==> src/ccs_pkg.sv <==
package ccs_pkg;

  localparam int FIFO_DEPTH = 4;

  localparam logic [7:0] CH_SLASH = 8'h2F;
  localparam logic [7:0] CH_STAR  = 8'h2A;
  localparam logic [7:0] CH_QUOTE = 8'h22;
  localparam logic [7:0] CH_NL    = 8'h0A;
  localparam logic [7:0] CH_TAB   = 8'h09;
  localparam logic [7:0] CH_SPACE = 8'h20;

  typedef enum logic [1:0] {
    MODE_CODE   = 2'd0,
    MODE_LINE   = 2'd1,
    MODE_BLOCK  = 2'd2,
    MODE_STRING = 2'd3
  } mode_t;

  // One result item as it sits in the output queue.
  typedef struct packed {
    logic [7:0] kept_byte;
    logic       has_byte;
    logic       stream_done;
  } result_t;

  // Results produced by one accepted input beat, zero to two of them.
  typedef struct packed {
    logic [1:0] cnt;
    result_t    d0;
    result_t    d1;
  } push_t;

  typedef struct packed {
    mode_t      mode;
    logic [7:0] prev;
    logic [7:0] emit;
    logic       valid;
    logic       skip;
  } scan_res_t;

  // Handles one character with optional lookahead and returns the new
  // mode, the last emitted byte and whether a byte goes out.
  function automatic scan_res_t scan_byte(mode_t mode, logic [7:0] prev, logic [7:0] c,
                                          logic has_la, logic [7:0] la);
    scan_res_t  r;
    logic [7:0] ch;
    r.mode  = mode;
    r.prev  = prev;
    r.emit  = 8'h00;
    r.valid = 1'b0;
    r.skip  = 1'b0;
    ch      = c;
    case (mode)
      MODE_CODE, MODE_STRING: begin
        if (mode == MODE_CODE) begin
          if (c == CH_SLASH && has_la && la == CH_SLASH) begin
            r.mode = MODE_LINE;
          end else if (c == CH_SLASH && has_la && la == CH_STAR) begin
            r.mode = MODE_BLOCK;
          end else if (c == CH_QUOTE) begin
            r.mode = MODE_STRING;
          end
          if (c == CH_NL || c == CH_TAB) begin
            ch = CH_SPACE;
          end
        end else if (c == CH_QUOTE) begin
          r.mode = MODE_CODE;
        end
        if (r.mode == MODE_CODE || r.mode == MODE_STRING) begin
          if (!(prev == CH_SPACE && ch == CH_SPACE)) begin
            r.prev  = ch;
            r.emit  = ch;
            r.valid = 1'b1;
          end
        end
      end
      MODE_LINE: begin
        if (c == CH_NL) begin
          r.mode = MODE_CODE;
        end
      end
      MODE_BLOCK: begin
        // The opening star is tested again here, so the slash that follows it closes.
        if (c == CH_STAR && has_la && la == CH_SLASH) begin
          r.mode = MODE_CODE;
          r.skip = 1'b1;
        end
      end
      default: begin
      end
    endcase
    return r;
  endfunction

endpackage

==> src/ccs_scanner.sv <==
module ccs_scanner
  import ccs_pkg::*;
(
  input  logic       clk,
  input  logic       rst,
  input  logic       in_fire,
  input  logic [7:0] text_byte,
  input  logic       end_of_text,
  output push_t      push
);

  mode_t      scan_mode, scan_mode_next;
  logic [7:0] held_byte, held_byte_next;
  logic       held_valid, held_valid_next;
  logic [7:0] prev_emitted, prev_emitted_next;

  scan_res_t  r1, r2;
  mode_t      mode1;
  logic [7:0] prev1;
  logic       emit1, emit2, skip;

  always_comb begin
    r1 = scan_byte(scan_mode, prev_emitted, held_byte, 1'b1, text_byte);
    if (held_valid) begin
      mode1 = r1.mode;
      prev1 = r1.prev;
      emit1 = r1.valid;
      skip  = r1.skip;
    end else begin
      mode1 = scan_mode;
      prev1 = prev_emitted;
      emit1 = 1'b0;
      skip  = 1'b0;
    end

    // The final byte has no lookahead, so it can neither open nor close a comment.
    r2    = scan_byte(mode1, prev1, text_byte, 1'b0, 8'h00);
    emit2 = !skip && end_of_text && r2.valid;

    scan_mode_next    = mode1;
    prev_emitted_next = prev1;
    held_byte_next    = held_byte;
    held_valid_next   = 1'b0;
    if (!skip && !end_of_text) begin
      held_byte_next  = text_byte;
      held_valid_next = 1'b1;
    end else if (!skip && end_of_text) begin
      scan_mode_next    = r2.mode;
      prev_emitted_next = r2.prev;
    end
    if (end_of_text) begin
      scan_mode_next    = MODE_CODE;
      prev_emitted_next = 8'h00;
      held_byte_next    = 8'h00;
      held_valid_next   = 1'b0;
    end

    push.d0 = '0;
    push.d1 = '0;
    if (emit1 && emit2) begin
      push.cnt = 2'd2;
      push.d0  = '{kept_byte: r1.emit, has_byte: 1'b1, stream_done: 1'b0};
      push.d1  = '{kept_byte: r2.emit, has_byte: 1'b1, stream_done: 1'b1};
    end else if (emit1) begin
      push.cnt = 2'd1;
      push.d0  = '{kept_byte: r1.emit, has_byte: 1'b1, stream_done: end_of_text};
    end else if (emit2) begin
      push.cnt = 2'd1;
      push.d0  = '{kept_byte: r2.emit, has_byte: 1'b1, stream_done: 1'b1};
    end else if (end_of_text) begin
      push.cnt = 2'd1;
      push.d0  = '{kept_byte: 8'h00, has_byte: 1'b0, stream_done: 1'b1};
    end else begin
      push.cnt = 2'd0;
    end
    if (!in_fire) begin
      push.cnt = 2'd0;
    end
  end

  always_ff @(posedge clk) begin
    if (rst) begin
      scan_mode    <= MODE_CODE;
      held_byte    <= 8'h00;
      held_valid   <= 1'b0;
      prev_emitted <= 8'h00;
    end else if (in_fire) begin
      scan_mode    <= scan_mode_next;
      held_byte    <= held_byte_next;
      held_valid   <= held_valid_next;
      prev_emitted <= prev_emitted_next;
    end
  end

endmodule

==> src/ccs_result_fifo.sv <==
module ccs_result_fifo
  import ccs_pkg::*;
#(
  parameter int DEPTH = FIFO_DEPTH
) (
  input  logic    clk,
  input  logic    rst,
  input  push_t   push,
  output logic    in_ready,
  output logic    out_valid,
  input  logic    out_ready,
  output result_t out_data
);

  localparam int PW = (DEPTH > 1) ? $clog2(DEPTH) : 1;
  localparam int CW = $clog2(DEPTH + 1);

  result_t        mem [DEPTH];
  logic [PW-1:0]  wr_ptr, rd_ptr, wr_ptr1, wr_ptr2, rd_ptr1;
  logic [CW-1:0]  count;
  logic           pop;

  function automatic logic [PW-1:0] ptr_inc(logic [PW-1:0] p);
    logic [PW-1:0] q;
    if (p == PW'(DEPTH - 1)) begin
      q = '0;
    end else begin
      q = p + PW'(1);
    end
    return q;
  endfunction

  always_comb begin
    wr_ptr1   = ptr_inc(wr_ptr);
    wr_ptr2   = ptr_inc(wr_ptr1);
    rd_ptr1   = ptr_inc(rd_ptr);
    // Room for two results keeps the input side free of any dependence on out_ready.
    in_ready  = (count <= CW'(DEPTH - 2));
    out_valid = (count != '0);
    out_data  = mem[rd_ptr];
    pop       = out_valid && out_ready;
  end

  always_ff @(posedge clk) begin
    if (push.cnt != 2'd0) begin
      mem[wr_ptr] <= push.d0;
    end
    if (push.cnt == 2'd2) begin
      mem[wr_ptr1] <= push.d1;
    end
  end

  always_ff @(posedge clk) begin
    if (rst) begin
      wr_ptr <= '0;
      rd_ptr <= '0;
      count  <= '0;
    end else begin
      case (push.cnt)
        2'd1:    wr_ptr <= wr_ptr1;
        2'd2:    wr_ptr <= wr_ptr2;
        default: wr_ptr <= wr_ptr;
      endcase
      if (pop) begin
        rd_ptr <= rd_ptr1;
      end
      count <= count + CW'(push.cnt) - CW'(pop);
    end
  end

endmodule

==> src/c_comment_stripper_unit.sv <==
// C comment stripper. Raw source bytes enter on the s_ side, one beat per
// cycle, with s_tlast on the final byte of a text. One byte is held back as
// lookahead, so the result for a byte leaves when the next byte arrives;
// line and block comments are dropped, newline and tab outside strings turn
// into a space, and runs of spaces collapse to one. Each input beat yields
// at most one result, except the final one, which can yield two; a text that
// ends with nothing to emit gives a bare end beat with m_tuser low and
// m_tdata zero. m_tlast marks the last result of a text, after which the
// block starts the next text from its reset state. Throughput is one byte
// per cycle while m_tready is high: the scan logic is a single pass between
// the state registers and a result queue of FIFO_DEPTH entries, and s_tready
// is low only while the queue has fewer than two free entries, which happens
// only when m_tready is held low.
module c_comment_stripper_unit
  import ccs_pkg::*;
#(
  parameter int FIFO_DEPTH_P = FIFO_DEPTH
) (
  input  logic       clk,
  input  logic       rst,
  input  logic       s_tvalid,
  output logic       s_tready,
  input  logic [7:0] s_tdata,   // [7:0] text_byte
  input  logic       s_tlast,   // end_of_text
  output logic       m_tvalid,
  input  logic       m_tready,
  output logic [7:0] m_tdata,   // [7:0] kept_byte
  output logic       m_tuser,   // [0] has_byte
  output logic       m_tlast    // stream_done
);

  push_t   push;
  result_t head;
  logic    in_fire;

  assign in_fire = s_tvalid && s_tready;

  ccs_scanner u_scanner (
    .clk         (clk),
    .rst         (rst),
    .in_fire     (in_fire),
    .text_byte   (s_tdata),
    .end_of_text (s_tlast),
    .push        (push)
  );

  ccs_result_fifo #(
    .DEPTH (FIFO_DEPTH_P)
  ) u_fifo (
    .clk       (clk),
    .rst       (rst),
    .push      (push),
    .in_ready  (s_tready),
    .out_valid (m_tvalid),
    .out_ready (m_tready),
    .out_data  (head)
  );

  assign m_tdata = head.kept_byte;
  assign m_tuser = head.has_byte;
  assign m_tlast = head.stream_done;

  // A bare end beat always closes the text.
  a_bare_is_done: assert property (@(posedge clk) disable iff (rst)
    (m_tvalid && !m_tuser) |-> m_tlast)
    else $error("bare end beat without stream_done");

  a_bare_is_zero: assert property (@(posedge clk) disable iff (rst)
    (m_tvalid && !m_tuser) |-> (m_tdata == 8'h00))
    else $error("bare end beat carries a nonzero byte");

  // The final byte of a text always produces at least one result.
  a_last_yields: assert property (@(posedge clk) disable iff (rst)
    (s_tvalid && s_tready && s_tlast) |=> m_tvalid)
    else $error("final input beat produced no result");

endmodule
==> config.mk <==
export PLATFORM = sky130hd
export DESIGN_NAME = c_comment_stripper_unit
export DESIGN_NICKNAME = d
export VERILOG_FILES = /design/src/ccs_pkg.sv /design/src/ccs_scanner.sv /design/src/ccs_result_fifo.sv /design/src/c_comment_stripper_unit.sv
export SDC_FILE = /design/constraint.sdc
export NUM_CORES = 1
export LEC_CHECK = 0
export CORE_UTILIZATION = 45
export CTS_CLUSTER_SIZE = 12
export DETAILED_ROUTE_END_ITERATION = 10
export DONT_BUFFER_PORTS = 1
export GPL_TIMING_DRIVEN = 0
export SLEW_MARGIN = 20
export SYNTH_ARGS = -nofsm -noshare
export SYNTH_HDL_FRONTEND = slang
export SYNTH_SLANG_ARGS = --single-unit
export TNS_END_PERCENT = 5
==> constraint.sdc <==
create_clock -name clk -period 12.4 [get_ports clk]
set_input_delay 1.24 -clock clk [delete_from_list [all_inputs] [get_ports clk]]
set_output_delay 1.24 -clock clk [all_outputs]
set_load 0.005 [all_outputs]
[Yosys cells after proc, flatten, opt, wreduce, memory -nomap -nowiden]
Memories as Yosys holds them, arrays and structs flattened. A register that Yosys moved wholly into a read port is not among the register bits.
Index checks and enable logic that the tools add are counted.
Storage, ports and cells
  bits in registers: 26
  bits in writable memories: 40
  output and inout bits: 12
  memories: 1
Memory list
  u_fifo.mem: depth 4, bits a word 10, rd ports 1, clocked after memory_dff 1, write ports 2, line ccs_result_fifo.sv:18  | result_t mem [DEPTH];
Cells by class
  $add $sub $neg: 5
  $lt $le $gt $ge: 1
  equality and inequality tests: 26
  mux-type cells: 60
  reductions and logical operators: 28
Operators by type and width (number)
  $mux W17: 6
  $mux W8: 12
  $eq A8 B6 Y1 const B: 10
  $mux W2: 23
  $mux W12: 3
  $eq A8 B4 Y1 const B: 4
  $eq A2 B2 Y1 const B: 9
  $mux W1: 12
  $logic_and A1 B1 Y1: 11
  $mux W10: 1
  $logic_not A2 Y1: 4
  $pmux W2 S2: 2
  $add A2 B1 Y2 const B: 3
  $eq A2 B1 Y1 const B: 3
  $pmux W2 S3: 1
  $reduce_bool A2 Y1: 3
  $logic_or A1 B1 Y1: 4
  $reduce_or A2 Y1: 2
  $add A3 B2 Y3: 1
  $le A3 B2 Y1 const B: 1
  $reduce_bool A3 Y1: 1
  $sub A3 B1 Y3: 1
  $logic_not A1 Y1: 2
  $reduce_and A2 Y1: 1

[Longest topological paths before layout]
Gate-level depths: netlist (run 1).
  depth after elaboration: 24
  gate-level depth with buffers: 24
  gate-level depth less buffers: 22

[Hierarchy]
A second synthesis (run 1) with hierarchy kept.
Second synthesis, totals
  cell total of the unflattened synthesis: 360
  area total of the unflattened synthesis: 4031.4 µm²
By module, submodules not included
  ccs_result_fifo: instances 1, cells an instance 165, area each 2551.2 µm², sequential area each 1381.3 µm²
  ccs_scanner: instances 1, cells an instance 194, area each 1473.9 µm², sequential area each 380.4 µm²
  c_comment_stripper_unit: instances 1, cells an instance 1, area each 6.3 µm², sequential area each 0.0 µm²

[Least setup slack after synthesis (run 1)]
OpenSTA, ideal clock, no wires.
  path type: in2reg
  from: in s_tdata[7]
  to: mem u_fifo.mem[0][4] (netlist bit), data pin
  arrival time: 5.468 ns
  data required time: 12.143 ns
  slack: 6.675 ns
  stages: 22
  cells stage by stage: clkbuf_1 nor4b_4 nand4_2 a311oi_2 a222oi_1 inv_1 ha_1 nand4b_1 o21ai_0 o21ai_0 a211oi_1 a211o_1 buf_2 nand2b_1 inv_1 ha_1 clkbuf_1 nand2_1 inv_1 nor2_1 nor2_1 a32o_1
RTL lines
  start, declared: line c_comment_stripper_unit.sv:23  | input logic [7:0] s_tdata,
  end, declared: line ccs_result_fifo.sv:18

==> flow_summary.toml, run 1 <==
[sta]
fin_crit_ns = 6.597
hold_violations = 0
fin_crit_sh_pct = 53.20
maxSlewHeadroom_pct = 30.41
finClkSkew_ns = 0.01037
drv_slew = 0
setup_viol = 0
worst_pin_slew_ns = 1.035
tns_ns = 0
grt_setup_unrepaired = "no"
max_freq_mhz = 151.6

[critical_path]
r2r-start = "u_scanner.held_byte[7]"
critPathMostFrequentCell = "inv_1"
cpPeakStageDelay_ns = 0.55
startpoint_type = "input pin"
ff2ff_setup_slack_ns = 6.36
r2r-end = "u_fifo.mem[0][4]"
timing.critical_path.buf_inv = 6
arrival_ns = 6.70
path_cells = "clkbuf_1 > nor4b_4 > nand4_2 > a311oi_2 > a222oi_1 > inv_1 > ha_1 > nand4b_1 > o21ai_0 > o21ai_0 > a211oi_1 > a211o_1 > buf_2 > nand2b_1 > inv_1 > ha_1 > clkbuf_1 > nand2_1 > inv_1 > nor2_1 > nor2_1 > a32o_1"
crit_type = "input pin to flip-flop"
critPathSlowestCell = "nor4b_4"
cp_max_fo = 10
endpoint_kind = "flip-flop"
required_ns = 12.50
path_delay_family = "compound AO/OA/AOI/OAI gates"
reg2regPathDepth = 22

[logic_synthesis]
synth-async-reset-ratio_pct = 0
yosysWarnings = 0
syn_nets = 408
ys_seq_area_share_pct = 44.22
syn_area_per_cell_um2 = 10.60
yosysTopAreaCellShare_pct = 30.15
netlist_area_um2 = 3984
yosys.area.top_type = "edfxtp_1"
ys_types = 59
yosys-top-cells-area = "edfxtp_1, dfxtp_1, ha_1"
synthCells = 376
synth-edff-count = 40
synth_seq_cells = 68
synth_flop_cell = "edfxtp_1"

[worst_hold_path]
holdPathEnd = "u_fifo.rd_ptr[1]"
min_path_cells = 2
hp-class = "flip-flop to flip-flop"
min-delay-start = "u_fifo.rd_ptr[1]"

[clock_network]
clock_latency_ns = 0.36
clkTransAtPathRegs_ns = 0.08
cts_buffer_depth = 2
cts_tree = "done"
cts_resized = 0
cts.sinks = 68
cts-htree-levels = 3
root_buffer = "clkbuf_8"
hold_buffers = 0
post_cts_buffers = 0
cts_buffers = 9

[route]
vias = 3025
drcViolationCount = 0
totalWireLength_um = 9575
first_pass_iters = 5
drt-vias-per-instance = 6.038
postRouteAntennaNets = 0
drtIter0Drc = 209
drt-wirelength-per-cell_um = 19.11

[floorplanning]
die_y_um = 96.09
die_width_um = 96.09
die-area_um2 = 9233
core_area_um2 = 8382
start_util_pct = 47.53
design.portCount = 25
rows = 33

[layout]
final_common_cell = "edfxtp_1"
diodes = 0
seqCellArea_um2 = 1762
design_area_um2 = 4312
area_delta_synth_final_pct = 8.229
layout.nets = 423
final_util_pct = 51.44
multi_input_comb_area_um2 = 2029
fill_cells = 761
layoutNonFillerInstCount = 501
drive_above_1_share_pct = 13.64
final_cell_mix = "edfxtp_1, nor2_1, dfxtp_1"

[pwr]
leakagePower_nw = 1.550
ir_drop_v = 0.00008989
power.density_nw_per_um2 = 139.6

[placement]
port_buffers = 0
place_congestion = 0.9096
dp.cells = 485
placed_area_um2 = 4145
post-dp-hpwl_um = 7065

[run_status]
status = "complete, no violations"

[grt]
antenna_found_initial = 0
grtUsageTotal_pct = 23.04
grt_max_degree = 13
grt_remaining_overflow = 0
grt_pass1_wl_um = 15500
grt_pass1_vias = 2893

[flow_run]
drv_cap = 0
==> how the worst max path moves through the flow <==
| stage | startpoint | end | slack [ns] | cells after the start |
|---|---|---|---|---|
| 2_1_floorplan | s_tdata[7] | u_fifo.mem[0][4] | 6.67 | 22 |
| 3_3_place_gp | s_tdata[7] | u_fifo.mem[3][9] | 5.44 | 19 |
| 3_5_place_dp | s_tdata[7] | u_fifo.mem[0][4] | 5.53 | 22 |
| 4_1_cts | s_tdata[7] | u_fifo.mem[0][4] | 5.87 | 22 |
| 5_1_grt | s_tdata[7] | u_fifo.mem[0][4] | 5.29 | 22 |
| 6_report | s_tdata[7] | u_fifo.mem[0][4] | 5.80 | 22 |
==> Yosys cell counts (5+ instances only) <==
cell type / n
dfxtp_1: 28
inv_1: 19
xnor2_1: 5
a32o_1: 16
nand3_1: 8
nand2_1: 26
a21oi_1: 21
mux4_2: 10
a211oi_1: 6
nor4_1: 5
o21ai_0: 19
nor2_1: 37
buf_2: 7
a22oi_1: 14
clkbuf_1: 13
ha_1: 18
nor2b_1: 5
edfxtp_1: 40
mux2i_1: 8
a31oi_1: 5
==> layer usage <==
metal	vias up	part of all wire (%)	GRT usage, %
met4	0	2.0	8.582
li1	1459	-	-
met1	1463	47	31.06
met5	-	0	0
met3	16	4.8	4.502
met2	87	47	36.52
==> sequential cells by signal, summed over array words and instances (netlist names), named ones only <==
| register | flops |
|---|---|
| u_scanner.scan_mode | 2 |
| u_fifo.rd_ptr | 2 |
| u_scanner.held_valid | 1 |
| u_fifo.count | 3 |
| u_scanner.prev_emitted | 8 |
| u_fifo.mem | 40 |
| u_fifo.wr_ptr | 2 |
| u_scanner.held_byte | 8 |
==> worst min-delay path: stages, from the launching register on <==
cell and delay [ns]:
dfxtp_1 0.32, nand2_1 0.05, a21oi_1 0.07
==> power by group <==
group	leakage, nW	internal, mW	total [mW]	switching, mW
clock network	0.0828	0.0713	0.160	0.0883
logic	0.871	0.0690	0.167	0.0978
registers	0.597	0.265	0.276	0.0107
==> stage by stage <==
| stage | power [mW] | setup slack (ns) | hold WS (ns) |
|---|---|---|---|
| 2_1_floorplan | 0.4078 | 6.675 | 0.4541 |
| 3_3_place_gp | 0.4437 | 5.442 | 0.4780 |
| 3_5_place_dp | 0.4486 | 5.527 | 0.4879 |
| 4_1_cts | 0.6067 | 5.870 | 0.4994 |
| 5_1_grt | 0.6410 | 5.286 | 0.5363 |
| 6_report | 0.6021 | 5.803 | 0.4950 |
==> layout make-up <==
type	instances	area share (%)
Clock buffer	9	2.873
Sequential cell	68	40.86
Inverter	19	1.654
Clock inverter	7	0.9867
Multi-Input combinational cell	264	47.07
Buffer	25	2.815
Timing Repair Buffer	4	0.6965
Tap cell	105	3.047
==> kinds of logic (layout without fill, tap and decap cells) <==
| family | after synthesis | count (layout) | share of synthesized area [%] |
|---|---|---|---|
| flip-flops | 68 | 68 | 44.22 |
| buffers and inverters | 44 | 64 | 4.837 |
| adder cells (fa/ha/maj) | 21 | 21 | 6.658 |
| AO/OA/AOI/OAI | 98 | 98 | 17.96 |
| multiplexers | 22 | 22 | 8.794 |
| AND/OR/NAND/NOR | 116 | 116 | 15.99 |
| XOR/XNOR | 7 | 7 | 1.539 |
Power figures use the tool's default switching activity.
==> run 2: changes to the inputs <==
- clock period: 12.4 -> 6.2 ns (I/O delays scaled with it)
==> run 2 against run 1 <==
Against the previous run:
- count of clock-buffer cells in the layout unchanged
- sequential power up 100%
- flip-flop and latch count unchanged
- register-to-register slack worse by 5.8 ns
- critical path type unchanged
- via count up 1.1%
- first-iteration DRC count is 1.4% higher
- routed wire length barely moved
- clock skew down 0.0015 ns
- non-clock buffer count grew 3
- critical path depth stayed put
- highest routed layer unchanged
- utilization up 0.43 points
- combinational power increased by 100%
==> flow_summary.toml, run 2 (synthesized netlist as in run 1, its figures left out) <==
[placement]
placed_area_um2 = 4145
post-dp-hpwl_um = 7065
place_congestion = 0.9096
port_buffers = 0

[critical_path]
endpoint_kind = "flip-flop"
arrival_ns = 5.80
path_delay_family = "compound AO/OA/AOI/OAI gates"
timing.critical_path.buf_inv = 6
critPathMostFrequentCell = "inv_1"
crit_type = "input pin to flip-flop"
path_cells = "buf_1 > and4_1 > nand4_2 > a311oi_2 > a222oi_1 > inv_1 > ha_1 > nand4b_1 > o21ai_1 > o21ai_0 > a211oi_2 > a211o_1 > buf_2 > nand2b_1 > inv_1 > ha_1 > clkbuf_1 > nand2_1 > inv_1 > nor2_1 > nor2_2 > a32o_1"
cpPeakStageDelay_ns = 0.44
startpoint_type = "input pin"
required_ns = 6.30
critPathSlowestCell = "buf_1"
cp_max_fo = 10

[grt]
grt_pass1_vias = 2893
grt_remaining_overflow = 0
grt_max_degree = 13
antenna_found_initial = 0
grt_pass1_wl_um = 15500
grtUsageTotal_pct = 23.04

[floorplanning]
die-area_um2 = 9233
die_width_um = 96.09
design.portCount = 25
rows = 33
core_area_um2 = 8382
start_util_pct = 47.53
die_y_um = 96.09

[run_status]
status = "complete, no violations"

[clock_network]
clkTransAtPathRegs_ns = 0.08
hold_buffers = 0
cts_buffers = 9
cts.sinks = 68
cts_buffer_depth = 2
clock_latency_ns = 0.36
root_buffer = "clkbuf_8"
cts-htree-levels = 3
cts_tree = "done"

[sta]
drv_slew = 0
finClkSkew_ns = 0.008921
hold_slack_ns = 0.4357
worst_pin_slew_ns = 1.025
hold_violations = 0
fin_crit_ns = 5.699
maxSlewHeadroom_pct = 31.06
setup_viol = 0
max_freq_mhz = 175.5
grt_setup_unrepaired = "no"
fin_crit_sh_pct = 91.92

[layout]
area_delta_synth_final_pct = 9.139
final_cell_mix = "edfxtp_1, nor2_1, dfxtp_1"
drive_above_1_share_pct = 15.04
diodes = 0
largest_register_ffs = 40
design_area_um2 = 4348
fill_cells = 759
reg.largest.list = "u_fifo.mem: 40 flops, u_scanner.held_byte: 8 flops, u_scanner.prev_emitted: 8 flops"
largest_register = "u_fifo.mem"
final_common_cell = "edfxtp_1"
layout.nets = 426

[route]
drtIter0Drc = 212
totalWireLength_um = 9583
first_pass_iters = 5
drt-wirelength-per-cell_um = 19.01
vias = 3058
drcViolationCount = 0
postRouteAntennaNets = 0
drt-vias-per-instance = 6.067

[pwr]
leakagePower_nw = 1.569
ir_drop_v = 0.0001798
power.density_nw_per_um2 = 277.6

[flow_run]
drv_cap = 0

[worst_hold_path]
hp-class = "input pin to flip-flop"
-- run 2: worst register-to-register path, cell delays in order, from the launching register on --
cell and delay (ns):
dfxtp_1 0.31, clkbuf_1 0.32, nor4bb_2 0.36, nand4_2 0.22, a311oi_2 0.38, a222oi_1 0.23, inv_1 0.14, ha_1 0.18
nand4b_1 0.17, o21ai_1 0.29, o21ai_0 0.17, a211oi_2 0.28, a211o_1 0.18, buf_2 0.21, nand2b_1 0.24, inv_1 0.07
ha_1 0.17, clkbuf_1 0.21, nand2_1 0.33, inv_1 0.14, nor2_1 0.35, nor2_2 0.14, a32o_1 0.31
-- run 2: final timing paths --
kind | end | slack (ns) | depth (start not counted) | from
worst max-delay path | u_fifo.mem[0][4] | 0.50 | 22 | s_tdata[2]
worst min-delay path | u_scanner.held_byte[3] | 0.44 | 2 | s_tdata[3]
worst max register to register | u_fifo.mem[0][4] | 0.55 | 22 | u_scanner.held_byte[1]
worst min register to register | u_fifo.rd_ptr[1] | 0.50 | 2 | u_fifo.rd_ptr[1]
-- run 2: timing repair --
action                     4_1_cts  5_1_grt
gates resized for setup          0        5
setup endpoints to repair        0       17
setup buffers                    0        3
-- run 2: layout make-up --
cell class / count / area (µm²) / share of cell area (%)
Inverter: 19 / 71.32 / 1.640
Sequential cell: 68 / 1762 / 40.52
Clock inverter: 7 / 42.54 / 0.9784
Timing Repair Buffer: 7 / 52.55 / 1.209
Tap cell: 105 / 131.4 / 3.022
Buffer: 25 / 121.4 / 2.791
Multi-Input combinational cell: 264 / 2043 / 46.99
Clock buffer: 9 / 123.9 / 2.849
-- run 2: metrics by stage --
stage	utilization [%]	setup WS, ns	instances	setup TNS (ns)	total power [mW]
after floorplan	-	1.095	376	0	0.8157
after global placement	49.10	-0.1384	481	-2.984	0.8874
after detailed placement	49.46	-0.05288	485	-0.1743	0.8971
after CTS	51.44	0.2324	501	0	1.213
after global routing	51.87	0.03997	504	0	1.285
final	51.87	0.5012	504	0	1.207
-- run 2: per-layer routing --
metal  vias up  share of wire [%]  GRT usage (%)
met2       107                 47          36.52
met3        14                5.8          4.502
met4         0                1.8          8.582
met5         -                  0              0
met1      1470                 45          31.06
li1       1467                  -              -
-- run 2: where the power goes --
| part | switching [mW] | total (mW) | internal, mW | leakage (nW) |
|---|---|---|---|---|
| clock | 0.176 | 0.319 | 0.143 | 0.0828 |
| sequential | 0.0213 | 0.551 | 0.530 | 0.597 |
| combinational | 0.197 | 0.337 | 0.140 | 0.889 |
